`src/hw/rtl/lphi_pkg.sv`:
```
// shared constants and types for the linear probing hash insert block
// no dependencies; the other files, except lphi_ram, refer to this package by scoped names
package lphi_pkg;

  // table geometry; table size follows from the slot width (power of two)
  localparam int SLOT_W     = 7;
  localparam int TABLE_SIZE = 1 << SLOT_W;
  localparam int COUNT_W    = SLOT_W + 1;
  localparam int VALUE_W    = 14;
  localparam int STATUS_W   = 2;

  // operation codes
  localparam logic OP_INSERT = 1'b0;
  localparam logic OP_READ   = 1'b1;

  // result status codes
  localparam logic [STATUS_W-1:0] ST_HOME   = 2'd0;
  localparam logic [STATUS_W-1:0] ST_PROBED = 2'd1;
  localparam logic [STATUS_W-1:0] ST_FULL   = 2'd2;
  localparam logic [STATUS_W-1:0] ST_READ   = 2'd3;

  // controller to datapath
  typedef struct packed {
    logic capture;  // take the request payload, start the slot read
    logic finish;   // carry out the request and load the result register
  } cmd_t;

  // datapath to controller
  typedef struct packed {
    logic rsp_free;  // result register empty or being taken this cycle
  } sts_t;

endpackage

```
`src/hw/rtl/lphi_req_if.sv`:
```
// request channel: valid/ready handshake with the request payload
// depends on lphi_pkg
interface lphi_req_if;
  logic                          valid;
  logic                          ready;
  logic                          operation;
  logic [lphi_pkg::VALUE_W-1:0]  value;
  logic [lphi_pkg::SLOT_W-1:0]   slot_index;

  modport source (output valid, output operation, output value, output slot_index,
                  input ready);
  modport sink   (input valid, input operation, input value, input slot_index,
                  output ready);
endinterface

```
`src/hw/rtl/lphi_rsp_if.sv`:
```
// result channel: valid/ready handshake with the result payload
// depends on lphi_pkg
interface lphi_rsp_if;
  logic                          valid;
  logic                          ready;
  logic [lphi_pkg::STATUS_W-1:0] status;
  logic [lphi_pkg::SLOT_W-1:0]   slot;
  logic [lphi_pkg::VALUE_W-1:0]  read_value;
  logic                          read_occupied;

  modport source (output valid, output status, output slot, output read_value,
                  output read_occupied, input ready);
  modport sink   (input valid, input status, input slot, input read_value,
                  input read_occupied, output ready);
endinterface

```
`src/hw/rtl/lphi_ram.sv`:
```
// generic single write port, single read port ram with registered read data
// no dependencies
module lphi_ram #(
  parameter int WIDTH = 8,
  parameter int DEPTH = 16
) (
  input  logic                     clk,
  input  logic                     we,
  input  logic [$clog2(DEPTH)-1:0] waddr,
  input  logic [WIDTH-1:0]         wdata,
  input  logic                     re,
  input  logic [$clog2(DEPTH)-1:0] raddr,
  output logic [WIDTH-1:0]         rdata
);

  logic [WIDTH-1:0] mem [DEPTH];

  always_ff @(posedge clk) begin
    if (we) begin
      mem[waddr] <= wdata;
    end
    if (re) begin
      rdata <= mem[raddr];
    end
  end

endmodule

```
`src/hw/rtl/lphi_ctrl.sv`:
```
// controller: two-state sequencer for capture and execute of one request
// depends on lphi_pkg
module lphi_ctrl (
  input  logic             clk,
  input  logic             rst,
  input  logic             req_valid,
  output logic             req_ready,
  input  lphi_pkg::sts_t   sts,
  output lphi_pkg::cmd_t   cmd
);

  localparam logic S_IDLE = 1'b0;
  localparam logic S_EXEC = 1'b1;

  logic state;
  logic state_next;

  assign req_ready   = (state == S_IDLE);
  assign cmd.capture = (state == S_IDLE) && req_valid;
  assign cmd.finish  = (state == S_EXEC) && sts.rsp_free;

  always_comb begin
    state_next = state;
    case (state)
      S_IDLE: begin
        if (req_valid) begin
          state_next = S_EXEC;
        end
      end
      S_EXEC: begin
        if (sts.rsp_free) begin
          state_next = S_IDLE;
        end
      end
      default: state_next = S_IDLE;
    endcase
  end

  always_ff @(posedge clk) begin
    if (rst) begin
      state <= S_IDLE;
    end else begin
      state <= state_next;
    end
  end

endmodule

```
`src/hw/rtl/lphi_datapath.sv`:
```
// datapath: request registers, occupancy flops, free slot search, value ram
// and result register; depends on lphi_pkg and lphi_ram
module lphi_datapath (
  input  logic                           clk,
  input  logic                           rst,
  input  lphi_pkg::cmd_t                 cmd,
  output lphi_pkg::sts_t                 sts,
  input  logic                           req_operation,
  input  logic [lphi_pkg::VALUE_W-1:0]   req_value,
  input  logic [lphi_pkg::SLOT_W-1:0]    req_slot_index,
  output logic                           rsp_valid,
  input  logic                           rsp_ready,
  output logic [lphi_pkg::STATUS_W-1:0]  rsp_status,
  output logic [lphi_pkg::SLOT_W-1:0]    rsp_slot,
  output logic [lphi_pkg::VALUE_W-1:0]   rsp_read_value,
  output logic                           rsp_read_occupied
);

  logic                            op;
  logic [lphi_pkg::VALUE_W-1:0]    value;
  logic [lphi_pkg::SLOT_W-1:0]     idx;
  logic [lphi_pkg::TABLE_SIZE-1:0] occ;
  logic [lphi_pkg::COUNT_W-1:0]    occupied_count;

  logic [lphi_pkg::SLOT_W-1:0]       home;
  logic [2*lphi_pkg::TABLE_SIZE-1:0] occ_twice;
  logic [lphi_pkg::TABLE_SIZE-1:0]   rot_free;
  logic [lphi_pkg::TABLE_SIZE-1:0]   first_free;
  logic [lphi_pkg::SLOT_W-1:0]       offset;
  logic [lphi_pkg::SLOT_W-1:0]       found;
  logic                              full;
  logic                              do_write;
  logic [lphi_pkg::VALUE_W-1:0]      ram_rdata;
  logic                              idx_occ;

  // home slot is the value modulo the table size
  assign home = value[lphi_pkg::SLOT_W-1:0];

  // rotate occupancy so that home sits at bit 0, then pick the lowest free bit
  assign occ_twice  = {occ, occ} >> home;
  assign rot_free   = ~occ_twice[lphi_pkg::TABLE_SIZE-1:0];
  assign first_free = rot_free & (-rot_free);

  always_comb begin
    offset = '0;
    for (int b = 0; b < lphi_pkg::SLOT_W; b++) begin
      for (int i = 0; i < lphi_pkg::TABLE_SIZE; i++) begin
        if (((i >> b) & 1) == 1) begin
          offset[b] = offset[b] | first_free[i];
        end
      end
    end
  end

  assign found    = home + offset;
  assign full     = (occupied_count == lphi_pkg::COUNT_W'(lphi_pkg::TABLE_SIZE));
  assign do_write = cmd.finish && (op == lphi_pkg::OP_INSERT) && !full;
  assign idx_occ  = occ[idx];

  assign sts.rsp_free = !rsp_valid || rsp_ready;

  lphi_ram #(
    .WIDTH (lphi_pkg::VALUE_W),
    .DEPTH (lphi_pkg::TABLE_SIZE)
  ) u_values (
    .clk   (clk),
    .we    (do_write),
    .waddr (found),
    .wdata (value),
    .re    (cmd.capture),
    .raddr (req_slot_index),
    .rdata (ram_rdata)
  );

  always_ff @(posedge clk) begin
    if (cmd.capture) begin
      op    <= req_operation;
      value <= req_value;
      idx   <= req_slot_index;
    end
  end

  always_ff @(posedge clk) begin
    if (rst) begin
      occ            <= '0;
      occupied_count <= '0;
    end else if (do_write) begin
      occ[found]     <= 1'b1;
      occupied_count <= occupied_count + 1'b1;
    end
  end

  always_ff @(posedge clk) begin
    if (rst) begin
      rsp_valid <= 1'b0;
    end else begin
      rsp_valid <= cmd.finish || (rsp_valid && !rsp_ready);
    end
  end

  always_ff @(posedge clk) begin
    if (cmd.finish) begin
      if (op == lphi_pkg::OP_READ) begin
        rsp_status        <= lphi_pkg::ST_READ;
        rsp_slot          <= idx;
        rsp_read_value    <= idx_occ ? ram_rdata : '0;
        rsp_read_occupied <= idx_occ;
      end else if (full) begin
        rsp_status        <= lphi_pkg::ST_FULL;
        rsp_slot          <= '0;
        rsp_read_value    <= '0;
        rsp_read_occupied <= 1'b0;
      end else begin
        rsp_status        <= (offset == '0) ? lphi_pkg::ST_HOME : lphi_pkg::ST_PROBED;
        rsp_slot          <= found;
        rsp_read_value    <= '0;
        rsp_read_occupied <= 1'b0;
      end
    end
  end

endmodule

```
`src/hw/rtl/linear_probe_hash_insert.sv`:
```
// linear probing hash table: insert a value or read back one slot
// channels: request on req (sink), result on rsp (source)
// uses lphi_pkg, lphi_req_if, lphi_rsp_if, lphi_ctrl and lphi_datapath
//
// req carries operation, value and slot_index; every accepted request gives
// exactly one result on rsp with status, slot, read_value and read_occupied
// an insert stores the value at its home slot (value modulo table size) or,
// if that is taken, at the first free slot found going upward and wrapping
// round to slot 0; with all slots taken it reports full and writes nothing
// a read returns the slot's value and occupancy, value shown as 0 when free
//
// the request registers load when a request is accepted and the result
// register when execute finishes; a new request is taken only once the
// controller is back in capture; the free slot search over the occupancy
// flops and the value ram write both happen in the execute state
//
// reset clears the occupancy flops, the count of stored values, the
// controller state and the result valid; the value ram is not cleared
// if the receiver stalls, the finished result waits in the result register
// while the next request is still taken; that request then holds in execute
// until the register frees up, and req.ready stays low meanwhile
module linear_probe_hash_insert (
  input logic         clk,
  input logic         rst,
  lphi_req_if.sink    req,
  lphi_rsp_if.source  rsp
);

  // command and status between controller and datapath
  lphi_pkg::cmd_t cmd;
  lphi_pkg::sts_t sts;

  lphi_ctrl u_ctrl (
    .clk       (clk),
    .rst       (rst),
    .req_valid (req.valid),
    .req_ready (req.ready),
    .sts       (sts),
    .cmd       (cmd)
  );

  lphi_datapath u_datapath (
    .clk               (clk),
    .rst               (rst),
    .cmd               (cmd),
    .sts               (sts),
    .req_operation     (req.operation),
    .req_value         (req.value),
    .req_slot_index    (req.slot_index),
    .rsp_valid         (rsp.valid),
    .rsp_ready         (rsp.ready),
    .rsp_status        (rsp.status),
    .rsp_slot          (rsp.slot),
    .rsp_read_value    (rsp.read_value),
    .rsp_read_occupied (rsp.read_occupied)
  );

endmodule
```
`src/flat_wrapper.sv`:
```
// flat-port wrapper written by rule: the top's interface ports become plain ports
module linear_probe_hash_insert_flat 
  (clk, rst, req_valid, req_operation, req_value, req_slot_index, req_ready, rsp_valid, rsp_status, rsp_slot, rsp_read_value, rsp_read_occupied, rsp_ready);
  lphi_req_if req_i ();
  lphi_rsp_if rsp_i ();
  input logic clk;
  input logic rst;
  input wire logic [$bits(req_i.valid)-1:0] req_valid;
  input wire logic [$bits(req_i.operation)-1:0] req_operation;
  input wire logic [$bits(req_i.value)-1:0] req_value;
  input wire logic [$bits(req_i.slot_index)-1:0] req_slot_index;
  output wire logic [$bits(req_i.ready)-1:0] req_ready;
  output wire logic [$bits(rsp_i.valid)-1:0] rsp_valid;
  output wire logic [$bits(rsp_i.status)-1:0] rsp_status;
  output wire logic [$bits(rsp_i.slot)-1:0] rsp_slot;
  output wire logic [$bits(rsp_i.read_value)-1:0] rsp_read_value;
  output wire logic [$bits(rsp_i.read_occupied)-1:0] rsp_read_occupied;
  input wire logic [$bits(rsp_i.ready)-1:0] rsp_ready;
  assign req_i.valid = req_valid;
  assign req_i.operation = req_operation;
  assign req_i.value = req_value;
  assign req_i.slot_index = req_slot_index;
  assign req_ready = req_i.ready;
  assign rsp_valid = rsp_i.valid;
  assign rsp_status = rsp_i.status;
  assign rsp_slot = rsp_i.slot;
  assign rsp_read_value = rsp_i.read_value;
  assign rsp_read_occupied = rsp_i.read_occupied;
  assign rsp_i.ready = rsp_ready;
  linear_probe_hash_insert u_core (.clk(clk), .rst(rst), .req(req_i), .rsp(rsp_i));
endmodule
```
`config.mk`:
```
export PLATFORM = sky130hd
export DESIGN_NAME = linear_probe_hash_insert_flat
export DESIGN_NICKNAME = d
export VERILOG_FILES = /design/src/hw/rtl/lphi_pkg.sv /design/src/hw/rtl/lphi_req_if.sv /design/src/hw/rtl/lphi_rsp_if.sv /design/src/hw/rtl/lphi_ram.sv /design/src/hw/rtl/lphi_ctrl.sv /design/src/hw/rtl/lphi_datapath.sv /design/src/hw/rtl/linear_probe_hash_insert.sv /design/src/flat_wrapper.sv
export SDC_FILE = /design/constraint.sdc
export NUM_CORES = 2
export LEC_CHECK = 0
export BUFFER_PORTS_ARGS = -buffer_cell sky130_fd_sc_hd__buf_2
export CELL_PAD_IN_SITES_DETAIL_PLACEMENT = 0
export CELL_PAD_IN_SITES_GLOBAL_PLACEMENT = 1
export CORE_MARGIN = 2
export CORE_UTILIZATION = 40
export CTS_CLUSTER_DIAMETER = 200
export DETAILED_ROUTE_END_ITERATION = 10
export HOLD_SLACK_MARGIN = 0.05
export PLACE_DENSITY_LB_ADDON = 0.1
export SLEW_MARGIN = 5
export SYNTH_ARGS = -nofsm -noshare
export SYNTH_HDL_FRONTEND = slang
export SYNTH_HIERARCHICAL = 1
export SYNTH_SLANG_ARGS = --single-unit
```
`constraint.sdc`:
```
create_clock -name clk -period 18.1 [get_ports clk]
set_input_delay 3.62 -clock clk [delete_from_list [all_inputs] [get_ports clk]]
set_output_delay 3.62 -clock clk [all_outputs]
set_load 0.02 [all_outputs]
```
# Word-level counts from Yosys, hierarchy flattened
# Memories as Yosys holds them, arrays and structs flattened. A register that Yosys moved wholly into a read port is not among the register bits.
# Cells that the tools add are included.
# W data, S select, Z words.
# word_totals
out_inout_bits	26
elab_cells	494
n_memories	1
inputBits	26
ff_bits	184
ram_bits	1792
# op_classes
add_sub_neg	3
eq_ne	1
n_shift	1
reduce_logical	14
n_lt_le_gt_ge	3
muxes	13
bitwise	446
# memory_table
memory	depth	word_bits	rd	rd_clocked_by_memory_dff	wr	line	source
u_core.u_datapath.u_values.mem	128	14	1	1	1	lphi_ram.sv:16	logic [WIDTH-1:0] mem [DEPTH];
# op_table
operator	n
$or A1 B1 Y1	441
$shr A256 B7 Y128	1
$and A128 B128 Y128	1
$neg A128 Y128	1
$not A128 Y128	1
$or A128 B128 Y128	1
$lt A7 B8 Y1 const B	2
$mux W7	2
$add A8 B1 Y8 const B	1
$eq A8 B8 Y1 const B	1
$mux W1	8
$add A7 B7 Y7	1
$bmux W1 S7	1
$demux W1 S7	1
$ge A7 B1 Y1 const B	1
$logic_not A7 Y1	1
$logic_and A1 B1 Y1	6
$logic_not A1 Y1	3
$logic_or A1 B1 Y1	2
$not A1 Y1	2
$pmux W1 S2	1
$reduce_and A2 Y1	1
$reduce_or A2 Y1	1

# Longest topological paths before layout
# depth
depth_word	73
depth_mapped	31
mapped_depth_nobuf	24

# Cells and area by module
# Netlist, hierarchy kept.
# by_module_without_submodules
mod	seq_area_each_um2	cells_each	instances	area_per_inst_um2
lphi_ram	54232.0	2723	1	68988.7
lphi_datapath	4124.0	2274	1	24532.3
lphi_ctrl	20.0	6	1	52.6

# Worst setup path before layout
# Ideal clock, no wire load.
# synth_path
path_kind	register to register
start	reg u_core/u_datapath/value[1] (netlist name)
end	mem u_core/u_datapath/u_values/mem[78][0] (netlist name), enable pin
t_arrival_ns	9.926
slack_ns	7.771
path_stages_with_launch	30
required_time_ns	17.697
period_less_slack_ns	10.329
setup_time_ns	0.403
path_buffers	5
path_cell_list	edfxtp_1 > buf_2 > buf_4 > mux4_2 > mux4_2 > mux2_2 > and3_1 > or4_1 > clkbuf_1 > nand4_1 > nor4_1 > nand4_1 > clkbuf_1 > o22ai_1 > a2111oi_0 > nand4_1 > or2_2 > ha_1 > fa_1 > a21o_1 > a21oi_1 > o21bai_1 > a21oi_1 > xnor2_1 > xor2_1 > inv_2 > buf_2 > nor2b_1 > nand3_1 > nor3_1
# synth_between
elab_chain_cells	68
word_cells_on_any_way	446
cone_classes	add/sub: 2; shift: 1; bitwise: 443
# synth_rtl
item	line	source
start, declared	lphi_datapath.sv:20	logic [lphi_pkg::VALUE_W-1:0] value;
start signal, assigned	lphi_datapath.sv:78	value <= req_value;
$shr A256 B7 Y128	lphi_datapath.sv:40	assign occ_twice = {occ, occ} >> home;
$not A128 Y128	lphi_datapath.sv:41	assign rot_free = ~occ_twice[lphi_pkg::TABLE_SIZE-1:0];
$neg A128 Y128	lphi_datapath.sv:42	assign first_free = rot_free & (-rot_free);
$and A128 B128 Y128	lphi_datapath.sv:42	
$or A1 B1 Y1 (63 in a row)	lphi_datapath.sv:49	offset[b] = offset[b] | first_free[i];
$add A7 B7 Y7 (*)	lphi_datapath.sv:55	assign found = home + offset;
net u_core.u_datapath.found, one bit	lphi_datapath.sv:30	logic [lphi_pkg::SLOT_W-1:0] found;
end, declared	lphi_ram.sv:16	
# Mark *: on every way through the listed nets, which the timed path passes. The rest lies on a longest branch.

# Worst setup path in the final report
# layout_path
start	reg u_core/u_datapath/value[1] (netlist name)
end	mem u_core/u_datapath/u_values/mem[34][6] (netlist name), enable pin
# layout_between
elab_chain_cells	68
word_cells_on_any_way	446
cone_classes	add/sub: 2; shift: 1; bitwise: 443
# layout_rtl
item	line
$shr A256 B7 Y128	lphi_datapath.sv:40
$not A128 Y128	lphi_datapath.sv:41
$neg A128 Y128	lphi_datapath.sv:42
$and A128 B128 Y128	lphi_datapath.sv:42
$or A1 B1 Y1 (63 in a row)	lphi_datapath.sv:49
$add A7 B7 Y7 (*)	lphi_datapath.sv:55
# Every way passes the cells marked *; elsewhere a longest branch is shown, timed or not.

==> results.sh <==
export IMPL_status="complete, no violations"
export IMPL_place_ws_ns=4.782
export IMPL_drc=0
export IMPL_postRouteAntennaNets=0
export IMPL_yosys_warnings=6
export IMPL_grt_max_degree=182
export IMPL_fin_tns_setup_ns=0
export IMPL_synth_net_count=5038
export IMPL_grt_pass1_wl_um=457000
export IMPL_worst_slack_ns=4.757
export IMPL_io_buffers=51
export IMPL_worst_pin_slew_ns=1.340
export IMPL_die_y_um=487.7
export IMPL_crit_buf_inv=6
export IMPL_grt_use_total_pct=27.78
export IMPL_fin_crit_ns=13.34
export IMPL_r2r_cells=29
export IMPL_synth_simple_gate_area_share_pct=5.854
export IMPL_grt_overflow=0
export IMPL_boundaryPins=52
export IMPL_synth_xor_area_share_pct=0.1030
export IMPL_fill_cells=19930
export IMPL_synth_seq_cells=1990
export IMPL_cp_end_kind="register"
export IMPL_critPathMostFrequentCell="buf_4"
export IMPL_finalWirelength_um=329900
export IMPL_startpoint_type="register"
export IMPL_grt_setup_unrepaired="false"
export IMPL_viasPerCell=6.476
export IMPL_multi_input_area_mm2=0.03364
export IMPL_h_tree_depth=4
export IMPL_hold_path_class="register to register"
export IMPL_path_max_fanout=70
export IMPL_syn_avg_cell_area_um2=18.70
export IMPL_ys_types=81
export IMPL_fin_nets=5167
export IMPL_grt_pass1_vias=53770
export IMPL_fmax_mhz=74.95
export IMPL_dr_pass1_iters=7
export IMPL_cp_arrival_ns=13.75
export IMPL_slowest_stage="nor2_1"
export IMPL_numCtsBuffers=208
export IMPL_async_reset_ff_share_pct=0
export IMPL_cts_hold_buf=0
export IMPL_clkLatencyLatePin_ns=0.87
export IMPL_power_density_mw_per_mm2=94.96
export IMPL_synth_top_family_by_area="multiplexers"
export IMPL_dpl_hpwl_um=227100
export IMPL_drive_above_1_share_pct=33.85
export IMPL_clkSinkCount=1990
export IMPL_post_cts_setup_buffer_count=0
export IMPL_cts_buffer_depth=3
export IMPL_setup_viol=0
export IMPL_leakage_uw=0.03250
export IMPL_slew_violations=0
export IMPL_min_period_over_period_pct=73.72
export IMPL_synth_fa_ha_area_share_pct=0.1284
export IMPL_syn2layout_area_growth_pct=12.13
export IMPL_cpPeakStageDelay_ns=1.09
export IMPL_relSlewSlack_pct=10.33
export IMPL_clkTransAtPathRegs_ns=0.06
export IMPL_cp_depth=29
export IMPL_core_rowCount=177
export IMPL_synth_area_mm2=0.09357
export IMPL_die_area_mm2=0.2378
export IMPL_cp_top_family="buffers and inverters"
export IMPL_synth_compound_area_share_pct=3.103
export IMPL_postSynthCellCount=5003
export IMPL_worstSetupPathType="register to register"
export IMPL_antenna_found_initial=18
export IMPL_synth_edf_count=1852
export IMPL_fin_util_pct=45.12
export IMPL_post_drt_wl_per_cell_um=39.47
export IMPL_synthMuxAreaShare_pct=26.56
export IMPL_worst_endpoint_required_ns=18.51
export IMPL_finClkSkew_ns=0.08636
export IMPL_cts_tree="yes"
export IMPL_peakVddDrop_v=0.0001007
export IMPL_yosysSeqAreaShare_pct=62.39
export IMPL_holdPathStages=2
export IMPL_drv_cap=0
export IMPL_seq_area_mm2=0.05838
export IMPL_coreArea_mm2=0.2325
export IMPL_cts_root_buf="clkbuf_16"
export IMPL_initial_core_util_pct=40.24
export IMPL_yosys_most_used_dff="edfxtp_1"
export IMPL_drtIter0Drc=6525
export IMPL_die_x_um=487.7
export IMPL_place_congestion=1.008
export IMPL_cts_resized=0
export IMPL_hold_viol=0
export IMPL_vias=54130
worst min-delay path: stages, from the launching register on:
cell	delay, ns
dfxtp_1	0.31
o21ai_0	0.07
a21oi_1	0.06
area by class of cell:
class,instances,share of cell area [%]
inverter,27,0.1037
clock buffer,256,5.191
antenna,10,0.02385
sequential,1990,55.64
timing repair buffer,279,2.002
tap,3043,3.629
multi-input combinational,2626,32.07
clock inverter,127,1.348
path summary, 6_finish.rpt:
| kind | start | endpoint | slack [ns] |
|---|---|---|---|
| max | u_core/u_datapath/value[1] | u_core/u_datapath/u_values/mem[34][6] | 4.76 |
| max reg2reg | u_core/u_datapath/value[1] | u_core/u_datapath/u_values/mem[34][6] | 4.76 |
| min | u_core/u_datapath/occupied_count[7] | u_core/u_datapath/occupied_count[7] | 0.48 |
| min reg2reg | u_core/u_datapath/occupied_count[7] | u_core/u_datapath/occupied_count[7] | 0.48 |
cells in the final DEF, fill, tap and decap left out, types with 51 or more instances in the layout:
cell type     n
nor2_1      250
o41ai_1      80
buf_4       221
mux2_2      106
nand2b_1    141
dfxtp_1     138
o41ai_2      51
mux4_2      989
mux2i_1     137
edfxtp_1   1852
nand3_1      86
clkbuf_16   209
nor3_1       66
nand4_1      77
nor4_1       51
nand2_1     160
cell usage after synthesis, types with 9 or more instances:
master	number	area share (%)
clkbuf_1	175	0.70
or2_2	18	0.12
buf_1	56	0.22
buf_4	14	0.11
o211ai_1	13	0.10
buf_6	16	0.19
dfxtp_1	138	3.0
a21oi_1	29	0.16
nor4_1	52	0.35
nor4b_1	12	0.11
nand4_1	77	0.51
nor3_1	75	0.40
mux2i_1	137	1.5
edfxtp_1	1852	59
nand4b_1	9	0.084
o41ai_2	50	0.87
nand2_1	163	0.65
o41ai_1	81	0.76
mux4_2	989	24
nand3_1	86	0.46
inv_1	24	0.096
o22ai_1	32	0.21
or3_1	14	0.094
nor2_1	268	1.1
nor2b_1	30	0.20
buf_2	99	0.53
nand2b_1	143	0.96
and2_1	29	0.19
mux2_2	106	1.3
and3_1	12	0.080
o21ai_0	31	0.17
power by group:
group	internal, uW	switching [uW]	leakage [uW]
registers	5040	9.35	0.0178
logic	228	408	0.0114
clock network	2440	1840	0.00332
flip-flops by register name, indices dropped and copies added, names as in the netlist:
register and flops:
u_core/u_datapath/rsp_status 2, u_core/u_datapath/u_values/rdata 14, u_core/u_datapath/rsp_slot 7, u_core/u_datapath/u_values/mem 1792, u_core/u_datapath/value 14, u_core/u_datapath/rsp_valid 1
u_core/u_datapath/occ 128, u_core/u_datapath/idx 7, u_core/u_datapath/rsp_read_occupied 1, u_core/u_ctrl/state 1, u_core/u_datapath/op 1, u_core/u_datapath/occupied_count 8
u_core/u_datapath/rsp_read_value 14
layer usage:
| layer | part of all wire (%) | vias up | global-route usage, % |
|---|---|---|---|
| met1 | 41 | 29480 | 37.87 |
| li1 | - | 21630 | - |
| met2 | 48 | 2435 | 44.40 |
| met5 | 0 | - | 0 |
| met4 | 4.7 | 0 | 11.33 |
| met3 | 6.8 | 576 | 4.731 |
logic make-up after synthesis:
| group | Yosys count |
|---|---|
| flip-flops | 1990 |
| multiplexers | 1233 |
| AND/OR/NAND/NOR | 1043 |
| buffers and inverters | 387 |
| AO/OA/AOI/OAI | 330 |
| XOR/XNOR | 11 |
| adder cells (fa/ha/maj) | 9 |
metrics by stage:
| step | std cells | total power [uW] | area [um^2] | hold WS (ns) |
|---|---|---|---|---|
| after floorplan | 5003 | 5552 | 93570 | 0.4531 |
| after global placement | 7964 | 5789 | 98020 | 0.4671 |
| after detailed placement | 7965 | 5793 | 98040 | 0.4774 |
| after CTS | 8348 | 10080 | 104900 | 0.4868 |
| after global routing | 8350 | 10270 | 104900 | 0.5594 |
| final | 8358 | 9964 | 104900 | 0.4846 |
Power figures use the tool's default switching activity.
